## config.mk

```make
export PLATFORM = sky130hd
export DESIGN_NAME = text_window_cell_writer_core
export DESIGN_NICKNAME = d
export VERILOG_FILES = /design/src/twcw_pkg.sv /design/src/text_window_cell_writer_core.sv /design/src/twcw_ctrl.sv /design/src/twcw_datapath.sv
export SDC_FILE = /design/constraint.sdc
export NUM_CORES = 1
export LEC_CHECK = 0
export BUFFER_PORTS_ARGS = -buffer_cell sky130_fd_sc_hd__buf_4
export CAP_MARGIN = 0
export CORE_UTILIZATION = 50
export DETAILED_ROUTE_END_ITERATION = 10
export GPL_ROUTABILITY_DRIVEN = 0
export PLACE_DENSITY = 0.83
export SYNTH_ARGS = -nofsm -noshare
export SYNTH_HDL_FRONTEND = slang
export SYNTH_SLANG_ARGS = --single-unit
```

## constraint.sdc

```tcl
create_clock -name clk -period 3.6 [get_ports clk]
set_clock_uncertainty 0.2 [all_clocks]
set_input_delay 0.36 -clock clk [delete_from_list [all_inputs] [get_ports clk]]
set_output_delay 0.36 -clock clk [all_outputs]
set_load 0.05 [all_outputs]
```

## src/twcw_pkg.sv

```systemverilog
// Shared types and constants for the text window cell writer.
package twcw_pkg;

    localparam logic [7:0] NEWLINE_CODE = 8'd10;
    localparam logic [7:0] SPACE_CODE   = 8'd32;
    localparam logic [6:0] MAX_FILL     = 7'd64;

    localparam int ROW_W = 5;
    localparam int COL_W = 7;
    localparam int IDX_W = 3;

    localparam logic [IDX_W-1:0] REG_WINDOW_TOP    = 3'd0;
    localparam logic [IDX_W-1:0] REG_WINDOW_BOTTOM = 3'd1;
    localparam logic [IDX_W-1:0] REG_WINDOW_LEFT   = 3'd2;
    localparam logic [IDX_W-1:0] REG_WINDOW_RIGHT  = 3'd3;
    localparam logic [IDX_W-1:0] REG_TEXT_COLOR    = 3'd4;

    typedef struct packed {
        logic accept_char;
        logic accept_nl;
        logic fill_step;
    } twcw_cmd_t;

    typedef struct packed {
        logic is_newline;
        logic nl_empty;
        logic fill_last;
        logic out_free;
    } twcw_sts_t;

endpackage

```

## src/text_window_cell_writer_core.sv

```systemverilog
// Top level of the text window cell writer: sequencer, datapath and checks.
// An ordinary character gives its cell word in the cycle after it is taken, and one
// character can be taken every cycle while the output word register drains.
// A newline loads up to 64 space cells, one per cycle while the output register drains,
// once the fill state is entered, each through the output word register; input stalls until the last loads.
// Reset is asynchronous: window registers return to the full screen, color to 7,
// the cursor to row 0 column 0, and the output register empties.
module text_window_cell_writer_core
#(
    parameter int SCREEN_WIDTH = 80
)
(
    input  logic        clk,
    input  logic        rst_n,
    input  logic        cfg_valid,
    output logic        cfg_ready,
    input  logic [2:0]  cfg_index,
    input  logic [31:0] cfg_data,
    input  logic        in_valid,
    output logic        in_stall,
    input  logic [7:0]  char_code,
    output logic        out_valid,
    input  logic        out_stall,
    output logic [10:0] cell_address,
    output logic [15:0] cell_entry,
    output logic        run_last
);

    twcw_pkg::twcw_cmd_t cmd;
    twcw_pkg::twcw_sts_t sts;

    assign cfg_ready = 1'b1;

    twcw_ctrl u_ctrl
    (
        .clk      (clk),
        .rst_n    (rst_n),
        .in_valid (in_valid),
        .in_stall (in_stall),
        .sts      (sts),
        .cmd      (cmd)
    );

    twcw_datapath
    #(
        .SCREEN_WIDTH (SCREEN_WIDTH)
    )
    u_datapath
    (
        .clk          (clk),
        .rst_n        (rst_n),
        .cfg_write    (cfg_valid && cfg_ready),
        .cfg_index    (cfg_index),
        .cfg_data     (cfg_data),
        .char_code    (char_code),
        .cmd          (cmd),
        .sts          (sts),
        .out_stall    (out_stall),
        .out_valid    (out_valid),
        .cell_address (cell_address),
        .cell_entry   (cell_entry),
        .run_last     (run_last)
    );

`ifndef SYNTHESIS
    // A fill step never coincides with taking a new input word.
    assert property (@(posedge clk) disable iff (!rst_n)
        (in_valid && !in_stall) |-> !cmd.fill_step)
        else $error("fill step while input word taken");

    // An ordinary character shows up as a final cell on the next cycle.
    assert property (@(posedge clk) disable iff (!rst_n)
        cmd.accept_char |=> (out_valid && run_last))
        else $error("character word not presented as last cell");

    // A newline with cells to write blocks input while the fill runs.
    assert property (@(posedge clk) disable iff (!rst_n)
        (cmd.accept_nl && !sts.nl_empty) |=> in_stall)
        else $error("input open at start of newline fill");

    // A cell that is not the last of its run means a fill is still in progress.
    assert property (@(posedge clk) disable iff (!rst_n)
        (out_valid && !run_last) |-> in_stall)
        else $error("input open in the middle of a run");
`endif

endmodule

```

## src/twcw_ctrl.sv

```systemverilog
// Sequencer that decides when a word is taken and steps the newline fill.
module twcw_ctrl
(
    input  logic                clk,
    input  logic                rst_n,
    input  logic                in_valid,
    output logic                in_stall,
    input  twcw_pkg::twcw_sts_t sts,
    output twcw_pkg::twcw_cmd_t cmd
);

    typedef enum logic [0:0] {
        ST_IDLE,
        ST_FILL
    } state_t;

    state_t state_reg;
    state_t state_next;
    logic   accept;

    assign in_stall = !((state_reg == ST_IDLE) && sts.out_free);
    assign accept   = in_valid && !in_stall;

    always_comb
    begin
        cmd.accept_char = accept && !sts.is_newline;
        cmd.accept_nl   = accept && sts.is_newline;
        cmd.fill_step   = (state_reg == ST_FILL) && sts.out_free;
    end

    always_comb
    begin
        state_next = state_reg;
        unique case (state_reg)
            ST_IDLE:
            begin
                if (cmd.accept_nl && !sts.nl_empty)
                begin
                    state_next = ST_FILL;
                end
            end
            ST_FILL:
            begin
                if (cmd.fill_step && sts.fill_last)
                begin
                    state_next = ST_IDLE;
                end
            end
            default:
            begin
                state_next = ST_IDLE;
            end
        endcase
    end

    always_ff @(posedge clk or negedge rst_n)
    begin
        if (!rst_n)
        begin
            state_reg <= ST_IDLE;
        end
        else
        begin
            state_reg <= state_next;
        end
    end

endmodule

```

## src/twcw_datapath.sv

```systemverilog
// Window registers, cursor, fill counter and output word register.
module twcw_datapath
#(
    parameter int SCREEN_WIDTH = 80
)
(
    input  logic                              clk,
    input  logic                              rst_n,
    input  logic                              cfg_write,
    input  logic [twcw_pkg::IDX_W-1:0]        cfg_index,
    input  logic [31:0]                       cfg_data,
    input  logic [7:0]                        char_code,
    input  twcw_pkg::twcw_cmd_t               cmd,
    output twcw_pkg::twcw_sts_t               sts,
    input  logic                              out_stall,
    output logic                              out_valid,
    output logic [10:0]                       cell_address,
    output logic [15:0]                       cell_entry,
    output logic                              run_last
);

    logic [twcw_pkg::ROW_W-1:0] top_reg, top_next;
    logic [twcw_pkg::ROW_W-1:0] bottom_reg, bottom_next;
    logic [twcw_pkg::COL_W-1:0] left_reg, left_next;
    logic [twcw_pkg::COL_W-1:0] right_reg, right_next;
    logic [7:0]                 color_reg, color_next;
    logic [twcw_pkg::ROW_W-1:0] row_reg, row_next;
    logic [twcw_pkg::COL_W-1:0] col_reg, col_next;
    logic [6:0]                 remain_reg, remain_next;
    logic                       out_valid_reg, out_valid_next;
    logic [10:0]                addr_reg;
    logic [15:0]                entry_reg;
    logic                       last_reg;

    logic                       home;
    logic [twcw_pkg::ROW_W:0]   row_inc;
    logic [twcw_pkg::ROW_W-1:0] wrap_row;
    logic [twcw_pkg::COL_W:0]   col_inc;
    logic [twcw_pkg::COL_W:0]   fill_count;
    logic [15:0]                addr_full;
    logic                       load;
    logic [7:0]                 load_char;

    // Row after the current one, falling back to the top row past the bottom.
    assign row_inc  = {1'b0, row_reg} + 6'd1;
    assign wrap_row = (row_inc > {1'b0, bottom_reg}) ? top_reg : row_inc[twcw_pkg::ROW_W-1:0];
    assign col_inc  = {1'b0, col_reg} + 8'd1;

    assign fill_count = {1'b0, right_reg} - {1'b0, col_reg} + 8'd1;
    assign addr_full  = 16'(row_reg) * 16'(SCREEN_WIDTH) + 16'(col_reg);

    assign sts.is_newline = (char_code == twcw_pkg::NEWLINE_CODE);
    assign sts.nl_empty   = (col_reg > right_reg);
    assign sts.fill_last  = (remain_reg == 7'd1);
    assign sts.out_free   = !out_valid_reg || !out_stall;

    always_comb
    begin
        top_next    = top_reg;
        bottom_next = bottom_reg;
        left_next   = left_reg;
        right_next  = right_reg;
        color_next  = color_reg;
        home        = 1'b0;
        if (cfg_write)
        begin
            unique case (cfg_index)
                twcw_pkg::REG_WINDOW_TOP:
                begin
                    top_next = cfg_data[twcw_pkg::ROW_W-1:0];
                    home     = 1'b1;
                end
                twcw_pkg::REG_WINDOW_BOTTOM:
                begin
                    bottom_next = cfg_data[twcw_pkg::ROW_W-1:0];
                    home        = 1'b1;
                end
                twcw_pkg::REG_WINDOW_LEFT:
                begin
                    left_next = cfg_data[twcw_pkg::COL_W-1:0];
                    home      = 1'b1;
                end
                twcw_pkg::REG_WINDOW_RIGHT:
                begin
                    right_next = cfg_data[twcw_pkg::COL_W-1:0];
                    home       = 1'b1;
                end
                twcw_pkg::REG_TEXT_COLOR:
                begin
                    color_next = cfg_data[7:0];
                end
                default:
                begin
                end
            endcase
        end
    end

    always_comb
    begin
        row_next    = row_reg;
        col_next    = col_reg;
        remain_next = remain_reg;
        priority if (home)
        begin
            row_next = top_next;
            col_next = left_next;
        end
        else if (cmd.accept_char)
        begin
            if (col_inc > {1'b0, right_reg})
            begin
                row_next = wrap_row;
                col_next = left_reg;
            end
            else
            begin
                col_next = col_inc[twcw_pkg::COL_W-1:0];
            end
        end
        else if (cmd.accept_nl)
        begin
            if (sts.nl_empty)
            begin
                row_next = wrap_row;
                col_next = left_reg;
            end
            else if (fill_count > {1'b0, twcw_pkg::MAX_FILL})
            begin
                remain_next = twcw_pkg::MAX_FILL;
            end
            else
            begin
                remain_next = fill_count[6:0];
            end
        end
        else if (cmd.fill_step)
        begin
            remain_next = remain_reg - 7'd1;
            if (sts.fill_last)
            begin
                row_next = wrap_row;
                col_next = left_reg;
            end
            else
            begin
                col_next = col_inc[twcw_pkg::COL_W-1:0];
            end
        end
        else
        begin
            remain_next = remain_reg;
        end
    end

    assign load      = cmd.accept_char || cmd.fill_step;
    assign load_char = cmd.fill_step ? twcw_pkg::SPACE_CODE : char_code;

    always_comb
    begin
        out_valid_next = out_valid_reg;
        if (load)
        begin
            out_valid_next = 1'b1;
        end
        else if (!out_stall)
        begin
            out_valid_next = 1'b0;
        end
    end

    always_ff @(posedge clk or negedge rst_n)
    begin
        if (!rst_n)
        begin
            top_reg       <= 5'd0;
            bottom_reg    <= 5'd24;
            left_reg      <= 7'd0;
            right_reg     <= 7'd79;
            color_reg     <= 8'd7;
            row_reg       <= '0;
            col_reg       <= '0;
            remain_reg    <= '0;
            out_valid_reg <= 1'b0;
        end
        else
        begin
            top_reg       <= top_next;
            bottom_reg    <= bottom_next;
            left_reg      <= left_next;
            right_reg     <= right_next;
            color_reg     <= color_next;
            row_reg       <= row_next;
            col_reg       <= col_next;
            remain_reg    <= remain_next;
            out_valid_reg <= out_valid_next;
        end
    end

    always_ff @(posedge clk)
    begin
        if (load)
        begin
            addr_reg  <= addr_full[10:0];
            entry_reg <= {color_reg, load_char};
            last_reg  <= cmd.accept_char || sts.fill_last;
        end
    end

    assign out_valid    = out_valid_reg;
    assign cell_address = addr_reg;
    assign cell_entry   = entry_reg;
    assign run_last     = last_reg;

endmodule

```

* Word-level counts from Yosys, hierarchy flattened
Cells that the tools add are included.
** Word-level totals
- Bits in registers :: 81
- Bits of input ports :: 48
- Output and inout port bits :: 31
- Word-level logic and storage cells :: 94
** Cells by class
- Add/sub/neg operators :: 6
- Multipliers :: 1
- Order comparisons :: 4
- Equality and inequality tests :: 10
- Multiplexer cells :: 30
- Bitwise gates (word level) :: 3
- Reductions and logical operators :: 26
** Operator list (number)
- 7-bit two-way mux :: 13
- 5-bit two-way mux :: 10
- 11-bit by 7-bit adder with 11-bit output :: 1
- 7-bit by 1-bit adder with 8-bit output (second input constant) :: 1
- 8-bit by 1-bit adder with 8-bit output (second input constant) :: 1
- 8-bit by 4-bit == test with 1-bit output (second input constant) :: 1
- 8-bit by 7-bit > comparator with 1-bit output :: 1
- 8-bit by 7-bit > comparator with 1-bit output (second input constant) :: 1
- 2-bit AND reduction :: 4
- 4-bit AND reduction :: 2
- 4-bit nonzero test :: 2
- 7-bit by 7-bit subtractor with 8-bit output :: 1
- 7-bit by 1-bit == test with 1-bit output (second input constant) :: 1
- 7-bit > comparator :: 1
- 1-bit logical AND :: 7
- 5-bit by 3-bit multiplier with 7-bit output (second input constant) :: 1
- 7-bit by 1-bit subtractor with 7-bit output (second input constant) :: 1
- 5-bit by 1-bit adder with 6-bit output (second input constant) :: 1
- 3-bit by 2-bit == test with 1-bit output (second input constant) :: 2
- 6-bit by 5-bit > comparator with 1-bit output :: 1
- 1-bit two-way mux :: 6
- 1-bit logical NOT :: 5
- 4-bit by 1-bit inequality test with 1-bit output (second input constant) :: 1
- 4-bit OR reduction :: 1
- 10 further kinds :: 14

* Depth between registers and ports, before layout
Gate-level depths: netlist of the first run.
- Depth after elaboration :: 8
- Depth in mapped cells :: 12
- Depth with buffers taken out :: 12

* Modules after synthesis
Synthesis of the first run repeated with hierarchy kept, for this count alone.
** Unflattened totals
- Cells, all modules :: 444
- Area total of the unflattened synthesis :: 4860.9 um2
** Modules (own cells, without submodules)
- twcw_datapath :: times used 1, cells an instance 434, area an instance 4774.6 um2, seq. area each 2154.6 um2
- twcw_ctrl :: times used 1, cells an instance 8, area an instance 75.1 um2, seq. area each 25.0 um2
- text_window_cell_writer_core :: times used 1, cells an instance 2, area an instance 11.3 um2, seq. area each 0.0 um2

* Worst setup path after synthesis of the first run
Ideal clock, no wire load.
- Path kind :: register -> register
- Start :: register u_datapath.right_reg[1] in the netlist's numbering
- End :: register u_datapath.remain_reg[6]
- Library setup time :: 0.122 ns
- Arrival :: 2.974 ns
- Data required time :: 3.278 ns
- Slack :: 0.304 ns
- Cell stages (with the launch flop) :: 12
- Buffers on the path :: 0
- Period minus slack after synthesis :: 3.296 ns
- Cells stage by stage :: dfstp_2 -> inv_1 -> ha_1 -> inv_1 -> ha_1 -> fa_1 -> maj3_1 -> a2111oi_0 -> nor3_1 -> o21ai_1 -> nand2_1 -> a32o_1
** On the way
- Word-level cells in the longest chain between the ends :: 6
- Elaborated cells on any way between the ends :: 9
- Classes of those cells :: 2 x add/sub; 2 x order compare; 1 x eq/ne; 3 x mux; 1 x reduce/logical
** Ends and longest elaborated chain
- start, declared :: line twcw_datapath.sv:25 : logic [twcw_pkg::COL_W-1:0] right_reg, right_next;
- start signal, assigned :: line twcw_datapath.sv:191 : right_reg <= right_next;
- 7-bit by 7-bit subtractor with 8-bit output :: line twcw_datapath.sv:49 : assign fill_count = {1'b0, right_reg} - {1'b0, col_reg} + 8'd1;
- 8-bit by 1-bit adder with 8-bit output :: line twcw_datapath.sv:49
- 8-bit by 7-bit > comparator with 1-bit output :: line twcw_datapath.sv:128 : else if (fill_count > {1'b0, twcw_pkg::MAX_FILL})
- 7-bit two-way mux :: line twcw_datapath.sv:128
- 7-bit two-way mux :: line twcw_datapath.sv:123 : if (sts.nl_empty)
- 7-bit two-way mux :: line twcw_datapath.sv:121 : else if (cmd.accept_nl)
- end signal, assigned :: line twcw_datapath.sv:195 : remain_reg <= remain_next;
- end, declared :: line twcw_datapath.sv:29 : logic [6:0] remain_reg, remain_next;
Parallel ways exist; a longest one is shown, timed or not. The select of a mux whose other input is x is not followed.
A chain may end at the register's enable or synchronous reset.

* Final worst setup path of the first run
- Start :: register u_datapath.col_reg[1] in the netlist's numbering
- End :: register u_datapath.row_reg[3] in the netlist's numbering
** On the way
- Word-level cells in the longest chain between the ends :: 4
- Elaborated cells on any way between the ends :: 6
- Classes of those cells :: 1 x add/sub; 2 x order compare; 2 x eq/ne; 1 x reduce/logical
** Ends and longest elaborated chain
- start, declared :: line twcw_datapath.sv:28 : logic [twcw_pkg::COL_W-1:0] col_reg, col_next;
- start signal, assigned :: line twcw_datapath.sv:194 : col_reg <= col_next;
- 7-bit by 1-bit adder with 8-bit output :: line twcw_datapath.sv:47 : assign col_inc = {1'b0, col_reg} + 8'd1;
- 8-bit by 7-bit > comparator with 1-bit output :: line twcw_datapath.sv:111 : if (col_inc > {1'b0, right_reg})
- 3-bit inequality test (no source line)
- 4-bit AND reduction (no source line) (*)
- end signal, assigned :: line twcw_datapath.sv:193 : row_reg <= row_next;
- end, declared :: line twcw_datapath.sv:27 : logic [twcw_pkg::ROW_W-1:0] row_reg, row_next;
Mark *: on every way between the ends. The rest lies on a longest branch, timed or not.

==> results.sh, run 1 <==
export IMPL_run_status="finished clean"
export IMPL_timing_hold_worst_start="cfg_data[7]"
export IMPL_first_global_vias=3449
export IMPL_synth_distinct_cells=66
export IMPL_critical_path_end_type="flip-flop"
export IMPL_largest_net_degree_at_the_start_of_global_routing=54
export IMPL_post_synth_top_count_cell="ha_1"
export IMPL_leakagePower_nw=2.48
export IMPL_placement_setup_worst_slack_ns=-0.106
export IMPL_finish_net_count=589
export IMPL_drt_iter0_drc=315
export IMPL_hold_path_class="in2reg"
export IMPL_sort_of_element_at_the_start_of_the_critical_path="flip-flop"
export IMPL_power_share_clock_pct=12.8
export IMPL_clock_path_buffers=2
export IMPL_critPathSlowestCell="o311ai_4"
export IMPL_antennaDiodeCount=0
export IMPL_dp_final_hpwl_um=7320
export IMPL_final_report_max_slew_violation_count=0
export IMPL_drcViolationCount=0
export IMPL_path_buf_inv=1
export IMPL_grt_first_pass_wirelength_um=16400
export IMPL_pin_count=79
export IMPL_area_growth_syn_to_layout_pct=17.4
export IMPL_fillCellCount=734
export IMPL_synth_cells=426
export IMPL_final_hold_violation_count=0
export IMPL_internal_power_mw=2.62
export IMPL_fp_dieW_um=99.2
export IMPL_seqPwrFrac_pct=32.8
export IMPL_drt_pre_antenna_iters=4
export IMPL_drive_gt1_share_pct=27.9
export IMPL_setup_tns_ns=0
export IMPL_synth_largest_type_area_fraction_pct=22.8
export IMPL_route_detailed_vias_per_inst=5.77
export IMPL_worst_hold_slack_ns=0.0271
export IMPL_slew_headroom_pct=44.6
export IMPL_synth_top_flop_cell="dfrtp_1"
export IMPL_cts_made_buffers=9
export IMPL_num_vias=3517
export IMPL_min_period_over_period_pct=96.3
export IMPL_initial_core_util_pct=51.4
export IMPL_synth_enable_flop_cells=28
export IMPL_post_drt_wl_per_cell_um=16.5
export IMPL_setup_viol=0
export IMPL_setup_worst_path_start="u_datapath.col_reg[1]$_DFFE_PN0P_"
export IMPL_worst_path_dominant_cell_family="compound AO/OA/AOI/OAI gates"
export IMPL_worst_skew_pair_late_latency_ns=0.36
export IMPL_netlist_area_mm2=0.00473
export IMPL_max_clock_freq_ghz=0.288
export IMPL_yosys_warnings=0
export IMPL_synth_top_cell_by_area="dfrtp_1"
export IMPL_grt_ovfl_total=0
export IMPL_areal_power_density_over_the_cells_mw_per_mm2=857
export IMPL_design_die_area_mm2=0.00985
export IMPL_worstPathRequired_ns=3.61
export IMPL_worst_pin_slew_ns=0.824
export IMPL_largest_reg_flops=16
export IMPL_power_switching_fraction_pct=44.8
export IMPL_synth_seq_area_share_pct=46.1
export IMPL_critical_path_max_fanout=6
export IMPL_total_of_max_cap_violations=0
export IMPL_synth_nets=521
export IMPL_tritoncts="built"
export IMPL_antenna_found_initial=0
export IMPL_portBuffers=53
export IMPL_synth_async_reset_ratio_pct=65.4
export IMPL_cp_slowest_stage_delay_ns=0.47
export IMPL_critical_path_cell_chain="ha_2, nand2_1, nor3_1, xnor2_1, ha_1, and3_1, a221oi_1, a21oi_1, o311ai_4, buf_4, mux2i_1, o21ai_0"
export IMPL_rsz0062_at_grt="no"
export IMPL_worstPathArrival_ns=3.48
export IMPL_power_net_switching_mw=2.13
export IMPL_cts_htree_levels=3
export IMPL_total_power_mw=4.76
export IMPL_root_buffer="clkbuf_8"
export IMPL_min_period_ns=3.47
export IMPL_top_area_cells_in_the_synthesized_netlist="dfrtp_1 23%, edfxtp_1 18%, ha_1 12%"
export IMPL_postSynthAreaPerCell_um2=11.1
export IMPL_clk_transition_reported_paths_ns=0.09
export IMPL_globalRouteTotalUtil_pct=21.4
export IMPL_worst_setup_path_type="reg2reg"
export IMPL_core_rowCount=35
export IMPL_clk_sink_count=81
export IMPL_combPwrFrac_pct=54.4
export IMPL_final_antenna_net_count=0
export IMPL_netlist_top_cells_count="44 x ha_1, 43 x dfrtp_1, 33 x inv_1, 29 x mux2_2, 29 x nand2_1"
export IMPL_worst_r2r_startpoint="u_datapath.col_reg[1]$_DFFE_PN0P_"
export IMPL_vdd_ir_drop_max_mv=0.287
export IMPL_core_region_area_mm2=0.00920
export IMPL_synth_seq_cells=81
export IMPL_setup_ws_ns=0.133
export IMPL_die_height_um=99.2
export IMPL_routed_wl_um=10100
cells in the final DEF, fill, tap and decap left out, types with 3 or more instances in the layout:
master and count:
o21a_1 3, dfrtp_1 42, nor3_1 9, a21oi_1 23, o21ai_0 22, nand2b_1 3
dfstp_2 10, clkbuf_8 9, fa_1 3, nand3_1 11, mux2i_1 9, nand2_2 3
edfxtp_1 28, clkinvlp_4 3, nor2b_1 5, nand2_1 28, xnor2_1 12, and2_1 7
nor4_1 5, xor2_1 8, a21o_1 8, ha_1 43, a221oi_1 3, buf_4 65
nand3b_1 3, and3_1 3, mux2_2 29, nor2_1 21, inv_1 33
stage by stage:
stage	instances	instance area (µm²)	util (%)
after floorplan	426	4730	-
after global placement	592	5300	57.6
after detailed placement	592	5300	57.6
after CTS	609	5500	59.9
after global routing	610	5550	60.4
final	610	5550	60.4
worst register-to-register path, delay by kind of cell (launching register included):
family                     cells  cell delay [ns]
xor gates and xnor gates       1             0.18
DFF                            1             0.43
and+or+nand+nor                3             0.53
adders and majority gates      2             0.54
buffers and inverters          1             0.22
AOI/OAI and AO/OA              4             1.03
muxes                          1             0.19
layout make-up:
type / instances / area [µm²] / share of cell area [%]
Multi-Input combinational cell: 303 / 2430 / 43.8
Timing Repair Buffer: 66 / 498 / 8.97
Clock buffer: 9 / 124 / 2.23
Clock inverter: 7 / 52.6 / 0.947
Inverter: 33 / 124 / 2.23
Sequential cell: 81 / 2180 / 39.3
Tap cell: 111 / 139 / 2.50
power by group through the flow:
stage / clock network [mW] / registers, mW / logic [mW]
floorplan: 0 / 1.95 / 1.45
global placement: 0 / 1.55 / 2.38
detailed placement: 0 / 1.57 / 2.47
CTS: 0.628 / 1.55 / 2.52
global route: 0.666 / 1.60 / 2.82
finish: 0.611 / 1.56 / 2.59
what timing repair did:
action	in CTS	in global routing
pin swaps	1	2
cloned	0	0
gates resized for setup	3	8
setup buffers	0	1
hold buffers	1	0
endpoints found under the setup margin	5	11
endpoints found under the hold margin	43	0
cells by family (layout without fill, tap and decap cells):
logic type	count (synthesis)	count (layout)	share of synthesized area (%)
fa+ha+maj	49	49	13.3
flops	81	81	46.1
xor+xnor	20	20	3.70
compound gates	84	84	12.0
other cells	1	1	0.0793
buf+inv	42	115	3.60
simple gates	111	111	12.3
mux	38	38	8.81
layer usage:
layer / global-route usage [%] / share of wire (%)
met2: 35.7 / 48
met3: 2.67 / 4.5
met1: 28.3 / 45
met5: 0 / 0
met4: 8.60 / 1.9
worst paths after layout:
path                                                       end  slack (ns)  cells past startpoint
max                          u_datapath.row_reg[3]$_DFFE_PN0P_        0.13                     12
min                        u_datapath.color_reg[7]$_DFFE_PN0P_        0.03                      2
max reg2reg                  u_datapath.row_reg[3]$_DFFE_PN0P_        0.13                     12
min reg2reg                u_datapath.cell_entry[11]$_DFFE_PP_        0.25                      0
max in group asynchronous    u_datapath.col_reg[1]$_DFFE_PN0P_        2.29                      2
min in group asynchronous  u_datapath.color_reg[7]$_DFFE_PN0P_        0.38                      2
(Power assumes the default switching activity.)
==> run 2: changes to the inputs <==
--- a/config.mk
+++ b/config.mk
@@ -13,4 +13,5 @@
 export PLACE_DENSITY = 0.83
 export SYNTH_ARGS = -nofsm -noshare
 export SYNTH_HDL_FRONTEND = slang
+export SYNTH_HIERARCHICAL = 1
 export SYNTH_SLANG_ARGS = --single-unit
==> run 2 against run 1 <==
Against the previous run:
- sequential share of layout area down 1.2 points
- highest routed layer unchanged
- global-route usage up 2.7 points
- largest cell class unchanged
- first-iteration DRC count down 11%
- critical path type unchanged
==> results.sh, run 2 <==
export IMPL_portBuffers=53
export IMPL_pin_count=79
export IMPL_antennaDiodeCount=0
export IMPL_synth_enable_flop_cells=28
export IMPL_clock_path_buffers=2
export IMPL_final_report_max_slew_violation_count=0
export IMPL_synth_largest_type_area_fraction_pct=22.1
export IMPL_final_cell_count_no_fill=646
export IMPL_fp_dieW_um=101
export IMPL_grt_first_pass_wirelength_um=18600
export IMPL_drt_pre_antenna_iters=5
export IMPL_mostFrequentLayoutCell="buf_4"
export IMPL_design_die_area_mm2=0.0101
export IMPL_core_rowCount=35
export IMPL_regArea_mm2=0.00218
export IMPL_final_hold_violation_count=0
export IMPL_num_vias=3849
export IMPL_clk_transition_reported_paths_ns=0.09
export IMPL_clk_sink_count=81
export IMPL_first_global_vias=3840
export IMPL_finish_net_count=605
export IMPL_critical_path_cell_chain="inv_2, ha_4, inv_1, ha_2, fa_2, maj3_2, maj3_1, xnor2_1, or3_1, a211oi_2, a221o_2"
export IMPL_detailed_place_area_mm2=0.00547
export IMPL_netlist_top_cells_count="43 x dfrtp_1, 42 x ha_1, 34 x inv_1, 34 x mux2_2, 33 x nand2_1"
export IMPL_postSynthAreaPerCell_um2=10.9
export IMPL_total_power_mw=4.90
export IMPL_worst_setup_path_type="reg2reg"
export IMPL_setup_viol=0
export IMPL_worst_pin_slew_ns=0.697
export IMPL_min_period_over_period_pct=96.1
export IMPL_final_cell_mix="65 x buf_4, 43 x dfrtp_1, 40 x ha_1, 34 x mux2_2"
export IMPL_critical_path_end_type="flip-flop"
export IMPL_leakagePower_nw=2.44
export IMPL_design_area_mm2=0.00573
export IMPL_vdd_ir_drop_max_mv=0.315
export IMPL_netlist_area_mm2=0.00486
export IMPL_drive_gt1_share_pct=28.0
export IMPL_setup_tns_ns=0
export IMPL_globalRouteTotalUtil_pct=24.1
export IMPL_rsz0062_at_grt="no"
export IMPL_min_period_ns=3.46
export IMPL_cts_post_setup_buffers_inserted=0
export IMPL_place_inst=629
export IMPL_largest_reg_flops=16
export IMPL_dp_final_hpwl_um=8380
export IMPL_root_buffer="clkbuf_8"
export IMPL_max_clock_freq_ghz=0.289
export IMPL_yosys_warnings=6
export IMPL_fillCellCount=757
export IMPL_initial_core_util_pct=52.1
export IMPL_synth_top_flop_cell="dfrtp_1"
export IMPL_die_height_um=101
export IMPL_core_region_area_mm2=0.00933
export IMPL_synth_distinct_cells=63
export IMPL_drt_iter0_drc=280
export IMPL_largest_net_degree_at_the_start_of_global_routing=54
export IMPL_synth_async_reset_ratio_pct=65.4
export IMPL_setup_ws_ns=0.141
export IMPL_synth_cells=444
export IMPL_worst_skew_pair_late_latency_ns=0.35
export IMPL_slew_headroom_pct=53.5
export IMPL_synth_nets=537
export IMPL_top_area_cells_in_the_synthesized_netlist="dfrtp_1 22%, edfxtp_1 17%, ha_1 11%"
export IMPL_cts_htree_levels=3
export IMPL_area_growth_syn_to_layout_pct=17.9
export IMPL_route_detailed_vias_per_inst=5.96
export IMPL_grt_ovfl_total=0
export IMPL_worstPathArrival_ns=3.55
export IMPL_routed_wl_um=11500
export IMPL_placement_setup_worst_slack_ns=-0.0285
export IMPL_worst_hold_slack_ns=0.0505
export IMPL_antenna_found_initial=0
export IMPL_post_drt_wl_per_cell_um=17.8
export IMPL_sort_of_element_at_the_start_of_the_critical_path="flip-flop"
export IMPL_critical_path_max_fanout=3
export IMPL_tritoncts="built"
export IMPL_synth_seq_cells=81
export IMPL_final_antenna_net_count=0
export IMPL_synth_top_cell_by_area="dfrtp_1"
export IMPL_cp_slowest_stage_delay_ns=0.55
export IMPL_drcViolationCount=0
export IMPL_cts_made_buffers=9
export IMPL_total_of_max_cap_violations=0
export IMPL_postLayoutCoreUtil_pct=61.4
export IMPL_hold_path_class="in2reg"
export IMPL_critPathSlowestCell="dfstp_2"
export IMPL_synth_seq_area_share_pct=44.8
export IMPL_multi_input_area_mm2=0.00253
export IMPL_areal_power_density_over_the_cells_mw_per_mm2=855
export IMPL_post_synth_top_count_cell="dfrtp_1"
export IMPL_worstPathRequired_ns=3.69
export IMPL_run_status="finished clean"
==> run 2: cell count changes in the layout (fill, tap and decap cells not counted), sizes merged, moves of 6 or more <==
cell   change
a221o      +8
a21oi      -7
o21ai     -12
nor2b      +6
==> run 2: final cells by class <==
cell class,count,area share (%)
inverters,34,2.23
clock inverters,7,1.86
multi-input cells,320,44.2
flip-flops and latches,81,38.0
repair buffers,66,8.69
well taps,129,2.82
clock buffers,9,2.16
==> run 2: kinds of logic after synthesis <==
family | Yosys count | share of synthesized area (%)
DFF | 81 | 44.8
buffers and inverters | 43 | 3.45
and+or+nand+nor | 131 | 14.2
xor gates and xnor gates | 22 | 3.96
adders and majority gates | 48 | 12.7
muxes | 40 | 9.11
other | 1 | 0.0771
AOI/OAI and AO/OA | 78 | 11.7
==> run 2: what timing repair did <==
item                                    CTS  global route
hold buffers                              1             0
pin swaps                                 1             3
endpoints found under the setup margin    3             6
gates resized for setup                   1             4
hold endpoints to repair                 43             0
==> run 2: worst paths after layout <==
| kind | start | slack, ns | endpoint | cells past startpoint |
|---|---|---|---|---|
| worst max-delay path | u_datapath/right_reg[1]$_DFFE_PN1P_ | 0.14 | u_datapath/remain_reg[1]$_DFFE_PN0P_ | 11 |
| worst min-delay path | cfg_data[7] | 0.05 | u_datapath/color_reg[7]$_DFFE_PN0P_ | 2 |
| worst max register to register | u_datapath/right_reg[1]$_DFFE_PN1P_ | 0.14 | u_datapath/remain_reg[1]$_DFFE_PN0P_ | 11 |
| worst min register to register | u_datapath/color_reg[6]$_DFFE_PN0P_ | 0.25 | u_datapath/cell_entry[14]$_DFFE_PP_ | 0 |
| max in group asynchronous | rst_n | 2.34 | u_datapath/right_reg[5]$_DFFE_PN0P_ | 2 |
| min in group asynchronous | rst_n | 0.38 | u_datapath/remain_reg[2]$_DFFE_PN0P_ | 2 |
==> run 2: worst max-delay path: cells and delay by family (launching register included) <==
| kind | cells | cell delay, ns |
|---|---|---|
| compound gates | 2 | 0.48 |
| xor+xnor | 1 | 0.15 |
| fa+ha+maj | 5 | 1.51 |
| buf+inv | 2 | 0.10 |
| flops | 1 | 0.55 |
| simple gates | 1 | 0.39 |
==> run 2: layer usage <==
metal  vias up  track usage, %  routed length [µm]
li1       1754               -                   -
met1      1866            29.8                4700
met2       192            40.3                5640
met3        37            6.24                 872
met4         0            9.59                 299
met5         -               0                   0
==> run 2: power breakdown <==
group	internal (mW)	switching [mW]	leakage [nW]	total (mW)
Combinational	1.10	1.55	1.45	2.65
Sequential	1.27	0.209	0.880	1.48
Clock	0.404	0.361	0.117	0.765
==> run 3: changes to the inputs <==
--- a/config.mk
+++ b/config.mk
@@ -7,6 +7,7 @@
 export LEC_CHECK = 0
 export BUFFER_PORTS_ARGS = -buffer_cell sky130_fd_sc_hd__buf_4
 export CAP_MARGIN = 0
+export CORE_ASPECT_RATIO = 2
 export CORE_UTILIZATION = 50
 export DETAILED_ROUTE_END_ITERATION = 10
 export GPL_ROUTABILITY_DRIVEN = 0
==> run 3 against run 2 <==
Against the previous run:
- setup slack got worse by 0.045 ns
- routed wire length increased by 7.0%
- sequential cell count unchanged
- via count is 0.36% higher
- register-to-register slack lost 0.05 ns
- sequential power is essentially flat
- critical path depth stayed put
- hold slack gained 0.0061 ns
- largest cell class unchanged
- global-route usage up 1.9 points
==> results.sh, run 3 (synthesis gave the netlist of run 2 again) <==
export IMPL_run_status="finished clean"
export IMPL_largest_net_degree_at_the_start_of_global_routing=54
export IMPL_final_cell_count_no_fill=622
export IMPL_largest_reg_flops=16
export IMPL_drt_pre_antenna_iters=5
export IMPL_seqPwrFrac_pct=29.5
export IMPL_clock_path_buffers=2
export IMPL_fp_dieW_um=71.7
export IMPL_design_die_area_mm2=0.0101
export IMPL_first_global_vias=4078
export IMPL_critical_path_max_fanout=3
export IMPL_final_report_max_slew_violation_count=0
export IMPL_place_inst=605
export IMPL_initial_core_util_pct=51.8
export IMPL_min_period_ns=3.50
export IMPL_die_height_um=141
export IMPL_pin_count=79
export IMPL_cts_post_setup_buffers_inserted=0
export IMPL_drive_gt1_share_pct=27.8
export IMPL_worstRegToRegCells=11
export IMPL_postLayoutCoreUtil_pct=61.7
export IMPL_clk_sink_count=81
export IMPL_worstPathArrival_ns=3.59
export IMPL_power_net_switching_mw=2.16
export IMPL_num_vias=3863
export IMPL_worst_setup_path_type="reg2reg"
export IMPL_portBuffers=53
export IMPL_hold_path_class="in2reg"
export IMPL_worst_pin_slew_ns=0.702
export IMPL_internal_power_mw=2.94
export IMPL_setup_viol=0
export IMPL_final_cell_mix="66 x buf_4, 43 x dfrtp_1, 41 x ha_1, 34 x inv_1, 34 x mux2_2"
export IMPL_post_drt_wl_per_cell_um=19.8
export IMPL_drt_iter0_drc=351
export IMPL_cts_made_buffers=9
export IMPL_grt_ovfl_total=0
export IMPL_setup_ws_ns=0.0959
export IMPL_r2r_setup_slack_ns=0.1
export IMPL_cts_htree_levels=3
export IMPL_placement_setup_worst_slack_ns=0.00399
export IMPL_worst_hold_slack_ns=0.0566
export IMPL_mostFrequentLayoutCell="buf_4"
export IMPL_leakagePower_nw=2.49
export IMPL_clk_transition_reported_paths_ns=0.06
export IMPL_root_buffer="clkbuf_16"
export IMPL_worstPathRequired_ns=3.68
export IMPL_fillCellCount=728
export IMPL_grt_first_pass_wirelength_um=19800
export IMPL_dp_final_hpwl_um=9300
export IMPL_routed_wl_um=12300
export IMPL_worst_r2r_startpoint="u_datapath/right_reg[1]$_DFFE_PN1P_"
export IMPL_rsz0062_at_grt="no"
export IMPL_route_detailed_vias_per_inst=6.21
export IMPL_antennaDiodeCount=0
export IMPL_finish_net_count=606
export IMPL_timing_hold_worst_start="cfg_data[7]"
export IMPL_power_share_clock_pct=18.7
export IMPL_power_switching_fraction_pct=42.4
export IMPL_final_hold_violation_count=0
export IMPL_tritoncts="built"
export IMPL_min_period_over_period_pct=97.3
export IMPL_setup_worst_path_start="u_datapath/right_reg[1]$_DFFE_PN1P_"
export IMPL_area_growth_syn_to_layout_pct=19.0
export IMPL_total_of_max_cap_violations=0
export IMPL_slew_headroom_pct=53.2
export IMPL_final_antenna_net_count=0
export IMPL_r2r_end="u_datapath/remain_reg[1]$_DFFE_PN0P_"
export IMPL_sort_of_element_at_the_start_of_the_critical_path="flip-flop"
export IMPL_core_region_area_mm2=0.00938
export IMPL_antenna_found_initial=0
export IMPL_max_clock_freq_ghz=0.285
export IMPL_combPwrFrac_pct=51.8
export IMPL_core_rowCount=50
export IMPL_globalRouteTotalUtil_pct=25.9
export IMPL_timing_critical_path_to="u_datapath/remain_reg[1]$_DFFE_PN0P_"
export IMPL_drcViolationCount=0
export IMPL_vdd_ir_drop_max_mv=0.573
export IMPL_critical_path_end_type="flip-flop"
export IMPL_worst_skew_pair_late_latency_ns=0.34
export IMPL_areal_power_density_over_the_cells_mw_per_mm2=881
export IMPL_setup_tns_ns=0
run 3: layout make-up:
type | count | area (µm²) | area share (%)
clock buffers | 10 | 239 | 4.13
clock inverters | 6 | 75.1 | 1.30
inverters | 34 | 128 | 2.21
multi-input cells | 320 | 2530 | 43.7
flip-flops and latches | 81 | 2180 | 37.7
well taps | 104 | 130 | 2.25
repair buffers | 67 | 505 | 8.74
run 3: what timing repair did:
action | in CTS | in global routing
endpoints found under the hold margin | 43 | 0
setup endpoints to repair | 3 | 3
hold buffers | 1 | 0
gates resized for setup | 0 | 3
pin swaps | 2 | 3
run 3: worst max-delay path: stages, from the launching register on:
cell and delay, ns:
dfstp_2 0.53, inv_1 0.07, ha_4 0.27, inv_1 0.04, ha_1 0.20, fa_2 0.37
maj3_2 0.33, maj3_1 0.37, xnor2_1 0.15, or3_1 0.39, a211oi_2 0.32, a221o_2 0.20
run 3: worst min path at each step:
stage,endpoint,depth (start not counted)
floorplan,u_ctrl/state_reg$_DFF_PN0_,0
global placement,u_datapath/cell_entry[12]$_DFFE_PP_,0
detailed placement,u_datapath/cell_entry[11]$_DFFE_PP_,0
CTS,u_datapath/color_reg[7]$_DFFE_PN0P_,2
global route,u_datapath/color_reg[7]$_DFFE_PN0P_,2
finish,u_datapath/color_reg[7]$_DFFE_PN0P_,2
run 3: per-layer routing:
layer / GRT usage, % / wire length, µm
met1: 25.3 / 4070
met2: 48.4 / 6930
met3: 3.98 / 616
met4: 17.8 / 703
met5: 0 / 0
run 3: power groups by stage:
stage	Combinational (mW)	Clock, mW	Sequential (mW)
after floorplan	1.60	0	1.73
after global placement	2.42	0	1.49
after detailed placement	2.57	0	1.51
after CTS	2.59	0.968	1.50
after global routing	2.86	1.01	1.53
final	2.64	0.954	1.50
run 3: metrics by stage:
stage | power [mW] | cell area, µm²
detailed placement | 4.08 | 5450
CTS | 5.06 | 5770
global route | 5.40 | 5790
finish | 5.10 | 5790
floorplan | 3.33 | 4860
global placement | 3.91 | 5450
